## config.mk

```make
export PLATFORM = sky130hd
export DESIGN_NAME = skt_cell
export DESIGN_NICKNAME = d
export VERILOG_FILES = /design/src/rtl/sorted_key_table_top_assert.svh /design/src/rtl/skt_pkg.sv /design/src/rtl/skt_cell.sv
export SDC_FILE = /design/constraint.sdc
export NUM_CORES = 1
export LEC_CHECK = 0
export BUFFER_PORTS_ARGS = -buffer_cell sky130_fd_sc_hd__clkbuf_2
export CAP_MARGIN = 10
export CORE_ASPECT_RATIO = 2
export CORE_MARGIN = 3
export CORE_UTILIZATION = 41
export DETAILED_ROUTE_END_ITERATION = 10
export GPL_TIMING_DRIVEN = 0
export PLACE_DENSITY = 0.72
export SLEW_MARGIN = 20
export SYNTH_ARGS = -nofsm -noshare
export SYNTH_HDL_FRONTEND = slang
export SYNTH_SLANG_ARGS = --single-unit
```

## constraint.sdc

```tcl
create_clock -name clk -period 15.1 [get_ports clk]
set_input_delay 3.02 -clock clk [delete_from_list [all_inputs] [get_ports clk]]
set_output_delay 3.02 -clock clk [all_outputs]
set_load 0.01 [all_outputs]
```

## src/rtl/sorted_key_table_top_assert.svh

```systemverilog
// Assertion macros for the sorted key table top level.
// Depends on nothing; included inside the module that asserts.
`ifndef SORTED_KEY_TABLE_TOP_ASSERT_SVH
`define SORTED_KEY_TABLE_TOP_ASSERT_SVH

// Same-cycle implication, disabled during reset.
`define SKT_ASSERT_NOW(label, clk, rst, ante, cons, msg) \
  label: assert property (@(posedge clk) disable iff (rst) (ante) |-> (cons)) \
    else $error(msg);

// Next-cycle implication, disabled during reset.
`define SKT_ASSERT_NEXT(label, clk, rst, ante, cons, msg) \
  label: assert property (@(posedge clk) disable iff (rst) (ante) |=> (cons)) \
    else $error(msg);

`endif

```

## src/rtl/skt_pkg.sv

```systemverilog
// Shared types and constants for the sorted key table.
// No dependencies.
`timescale 1ns / 1ps

package skt_pkg;

  localparam int KEY_W  = 64;
  localparam int MODE_W = 2;
  localparam int POS_W  = 10;
  localparam int CNT_W  = 11;

  localparam logic [MODE_W-1:0] MODE_LOOKUP = 2'd0;
  localparam logic [MODE_W-1:0] MODE_INSERT = 2'd1;
  localparam logic [MODE_W-1:0] MODE_DELETE = 2'd2;

  // Shift command broadcast to every cell on the update cycle
  typedef struct packed {
    logic ins;
    logic del;
  } op_t;

  typedef enum logic [2:0] {
    S_IDLE = 3'b001,
    S_RUN  = 3'b010,
    S_UPD  = 3'b100
  } state_t;

endpackage

```

## src/rtl/skt_cell.sv

```systemverilog
// One slot of the sorted chain: holds a key, compares it with the request
// key and shifts towards or away from its neighbours. Uses skt_pkg.
`timescale 1ns / 1ps

module skt_cell import skt_pkg::*; (
  input  logic             clk,
  input  logic             occ,
  input  logic [KEY_W-1:0] key_in,
  input  op_t              op,
  input  logic             prev_lt,
  input  logic [KEY_W-1:0] prev_key,
  input  logic [KEY_W-1:0] next_key,
  output logic             lt,
  output logic             eq,
  output logic [KEY_W-1:0] stored_key
);

  logic [KEY_W-1:0] stored;
  logic [KEY_W-1:0] stored_next;

  assign lt         = occ && (stored < key_in);
  assign eq         = occ && (stored == key_in);
  assign stored_key = stored;

  // Slots below the insert/delete point keep their key; the rest shift.
  always_comb begin
    stored_next = stored;
    if (op.ins && !lt) begin
      stored_next = prev_lt ? key_in : prev_key;
    end else if (op.del && !lt) begin
      stored_next = next_key;
    end
  end

  always_ff @(posedge clk) begin
    stored <= stored_next;
  end

endmodule

```

* Yosys cells after proc, flatten, opt, wreduce, memory -nomap -nowiden
Index checks and enable logic that the tools add are counted.
Operators by class: magnitude comparators 1, equality and inequality tests 1, muxes and demuxes 3, reductions and logical operators 6
Operators by type and width (number):
- $mux W64 | 3
- $eq A64 B64 Y1 | 1
- $lt A64 B64 Y1 | 1
- $logic_and A1 B1 Y1 | 4
- $reduce_bool A2 Y1 | 1
- $logic_not A1 Y1 | 1
Word-level totals: register bits after elaboration 64, input port bits 197, output and inout port bits 66, logic and storage cells 12

* Depth between registers and ports, before layout
depth after elaboration 6, gate-level depth with buffers 11

* Worst setup path before layout
Ideal clock, no wire load.
kind in2reg, start point in key_in[47], end point reg stored[0] (netlist: stored_key[0]) (enable), arrival time 6.930 ns, required time 14.612 ns, setup slack 7.682 ns, cell stages on the path 8, buffers on the path 0, cell sequence inv_1 ha_1 nand4_2 nor4_2 nand3_1 o22ai_1 nor3_1 nor2_1
Between the ends: word-level cells in the longest chain between the ends 5, elaborated cells on any way between the ends 6
Ends and longest elaborated chain:
- start, declared | line skt_cell.sv:8 | input logic [KEY_W-1:0] key_in,
- $lt A64 B64 Y1 * | line skt_cell.sv:21 | assign lt = occ && (stored < key_in);
- $logic_and A1 B1 Y1 * | line skt_cell.sv:21
- net lt | line skt_cell.sv:13 | output logic lt,
- $logic_not A1 Y1 * | line skt_cell.sv:28, skt_cell.sv:30
- $logic_and A1 B1 Y1, on equally long branches | line skt_cell.sv:28, skt_cell.sv:30
- $reduce_bool A2 Y1 (no source line) *
- end signal, assigned | line skt_cell.sv:36 | stored <= stored_next;
- end, declared | line skt_cell.sv:18 | logic [KEY_W-1:0] stored;
The timed path passes the listed nets; every way through them passes the cells marked *. A chain may end at the register's enable or synchronous reset.

* Worst setup path in the final report
start point in key_in[1], end point out lt
Between the ends: word-level cells in the longest chain between the ends 2
Ends and longest elaborated chain (line):
- $lt A64 B64 Y1 | skt_cell.sv:21
- $logic_and A1 B1 Y1 | skt_cell.sv:21
- end, declared | skt_cell.sv:13
Every way passes these cells.

==> results.json <==
{
  "final-instance-count-excl-fill": 881,
  "remaining_overflow_grt": 0,
  "timing.max_slew.rel_slack_pct": 47.0,
  "synth-seq-area-share_pct": 35.3,
  "synthTopCellsByArea": "sky130_fd_sc_hd__edfxtp_1 (35%), sky130_fd_sc_hd__mux2_4 (17%), sky130_fd_sc_hd__ha_1 (15%)",
  "yosysMostFrequentCell": "sky130_fd_sc_hd__inv_1",
  "io_buffer_count": 261,
  "power.total_uw": 754,
  "cts-root-buf": "sky130_fd_sc_hd__clkbuf_16",
  "area_delta_synth_final_pct": 33.6,
  "first_drt_iteration_drcs": 67,
  "maximum_vdd_drop_v": 0.0000612,
  "run_status": "complete, no violations",
  "async_reset_ff_share_pct": 0,
  "ff2ff_path_depth": 8,
  "cts.reportedPaths.clkPinSlew_ns": 0.06,
  "clock_tree.buffer_depth": 2,
  "synth_top_cell_by_area": "sky130_fd_sc_hd__edfxtp_1",
  "yosys-top-cells-count": "sky130_fd_sc_hd__inv_1 (65), sky130_fd_sc_hd__edfxtp_1 (64), sky130_fd_sc_hd__ha_1 (64), sky130_fd_sc_hd__mux2_2 (64), sky130_fd_sc_hd__mux2_4 (60)",
  "place.gp.congestion": 0.856,
  "max-cap-violations": 0,
  "vias": 4576,
  "start_kind": "input pin",
  "cp.buffers_inverters": 3,
  "grt_setup_unrepaired": "no",
  "drt-wirelength-per-cell_microns": 17.7,
  "worst_r2r_endpoint": "stored_key[15]",
  "path_delay_family": "simple AND/OR/NAND/NOR gates",
  "worst-slew-pin-transition_ns": 0.792,
  "hold_depth": 7,
  "critPathArrivalTime_ns": 5.03,
  "grt_use_total_pct": 20.6,
  "place_worst_setup_slack_ns": 7.00,
  "std_cell_rows": 59,
  "htreeDepth": 3,
  "ant_nets": 0,
  "insertedDiodeCount": 0,
  "slowest_stage": "sky130_fd_sc_hd__nor4b_2",
  "cts-resized-gates": 0,
  "period_needed_ns": 8.05,
  "totalWireLength_microns": 15600,
  "slowest_delay_ns": 0.42,
  "final-hold-violation-count": 0,
  "die_height_microns": 169,
  "fp.coreArea_sq_um": 13000,
  "clkLatencyLatePin_ns": 0.32,
  "floorplan.die_area_sq_um": 14800,
  "stdcell_area_sq_um": 7280,
  "synth_flop_cell": "sky130_fd_sc_hd__edfxtp_1",
  "drive_gt1_share_pct": 56.8,
  "dp_hpwl_microns": 13300,
  "synth.distinct_cells": 34,
  "largest_register_ffs": 64,
  "detail_route.vias_per_cell": 5.19,
  "detail_route.drc_violations": 0,
  "io_pins": 263,
  "synthCells": 450,
  "min_from": "stored_key[63]",
  "grt_max_degree": 27,
  "synth_enable_flop_cells": 64,
  "worst_clock_skew_ns": 0.0112,
  "tritoncts": "built",
  "report.final.setup_viol": 0,
  "hold_path_class": "reg -> reg",
  "cp-end-kind": "primary output",
  "r2r-start": "stored_key[27]",
  "synth.top_cell.area_share_pct": 35.3,
  "crit_path_frequent_cell": "sky130_fd_sc_hd__clkbuf_2",
  "final_min_period_over_clock_period_pct": 53.3,
  "drv_slew": 0,
  "mappedNetlistNets": 711,
  "synthesis.area_per_instance_sq_um": 12.1,
  "clock.fmax_mhz": 124,
  "dp.cells": 865,
  "wire_length_of_the_first_global_routing_pass_microns": 23700,
  "setup-tns-final_ns": 0,
  "nNetsFinal": 985,
  "post_synth_instance_area_sq_um": 5450,
  "grt_pass1_vias": 5037,
  "flip_flop_and_latch_count_after_synthesis": 64,
  "yosys_warnings": 0,
  "final.setup.worst_slack_ns": 7.05,
  "place_area_sq_um": 7000,
  "die_w_microns": 87.5,
  "min_delay_worst_endpoint": "stored_key[2]",
  "starting_utilization_of_the_core_area_pct": 41.9,
  "antenna_found_initial": 0,
  "crit_type": "in -> out",
  "worst-r2r-setup-slack_ns": 12.04,
  "holdBufCountCts": 0,
  "cts_inserted_buffers": 9,
  "worst-path-max-fanout": 2,
  "cts_post_setup_buffers_inserted": 0,
  "sink_count": 64,
  "crit_chain": "clkbuf_2 > inv_1 > ha_1 > nor2b_1 > o211ai_2 > a21boi_1 > nor4b_2 > o22ai_1 > nor3_1 > clkbuf_2",
  "cp.required_ns": 12.08,
  "power.static_leakage_nw": 3.69,
  "power_density_nw_per_um2": 104,
  "drt_first_pass_iters": 4
}
==> worst min-delay path: stages, from the launching register on <==
cell and delay, ns:
sky130_fd_sc_hd__edfxtp_1 0.35, sky130_fd_sc_hd__ha_1 0.13, sky130_fd_sc_hd__nand3b_1 0.13, sky130_fd_sc_hd__a21oi_1 0.05, sky130_fd_sc_hd__a21oi_1 0.15, sky130_fd_sc_hd__o31a_1 0.17
sky130_fd_sc_hd__buf_6 0.22, sky130_fd_sc_hd__mux2_1 0.17
==> layout by cell type, fill, tap and decap left out, drive strengths merged <==
cell type	n
o31a	1
o21ai	8
mux2	128
bufinv	1
nand3b	2
clkinv	3
nor3	7
edfxtp	64
ha	64
nand3	11
nor2b	1
o22ai	1
nor4b	1
o211a	1
a21oi	32
a21o	4
nor4	3
o211ai	2
nand2	14
a211oi	3
nor2	6
inv	65
buf	9
or4	1
nand4	15
clkbuf	280
a21boi	1
and4	1
==> kinds of logic (layout without fill, tap and decap cells) <==
group                      after synthesis  after routing  synth area share [%]
DFF                                     64             64                  35.3
adders and majority gates               64             64                  14.7
AOI/OAI and AO/OA                       53             53                  5.60
muxes                                  128            128                  30.6
buffers and inverters                   79            358                  7.37
and+or+nand+nor                         62             62                  6.50
==> where the power goes <==
| part | total, mW | switching [mW] | internal (mW) | leakage, nW |
|---|---|---|---|---|
| Sequential | 0.264 | 0.0200 | 0.244 | 0.620 |
| Combinational | 0.288 | 0.143 | 0.145 | 2.93 |
| Clock | 0.202 | 0.0748 | 0.127 | 0.140 |
| Total | 0.754 | 0.237 | 0.517 | 3.69 |
==> routing by layer <==
layer  vias to the layer above  track usage (%)  routed length, microns
met5                         -                0                       0
met4                         0             7.35                     361
met3                        27             3.02                     808
met2                       185             41.6                    9200
met1                      2149             20.0                    5260
li1                       2215                -                       -
==> through the flow <==
step                utilization [%]  hold WS, ns
floorplan                         -         1.34
global placement               53.5         1.44
detailed placement             53.9         1.47
CTS                            56.1         1.48
global route                   56.1         1.61
finish                         56.1         1.47
==> layout make-up <==
cell class | count | area, sq um
plain buffers | 14 | 158
clock buffers | 12 | 236
clock inverters | 4 | 45.0
fillers | 1179 | 5710
inverters | 65 | 244
multi-input cells | 307 | 3130
flip-flops and latches | 64 | 1920
well taps | 152 | 190
repair buffers | 263 | 1350
==> worst max path at each step <==
stage	from	end	depth (start not counted)
final	key_in[1]	lt	10
after global routing	key_in[14]	lt	10
after CTS	key_in[1]	lt	10
after detailed placement	key_in[14]	lt	10
after global placement	key_in[27]	stored_key[13]	9
after floorplan	key_in[47]	stored_key[0]	8
No activity file was read; power rests on OpenSTA's default activity.
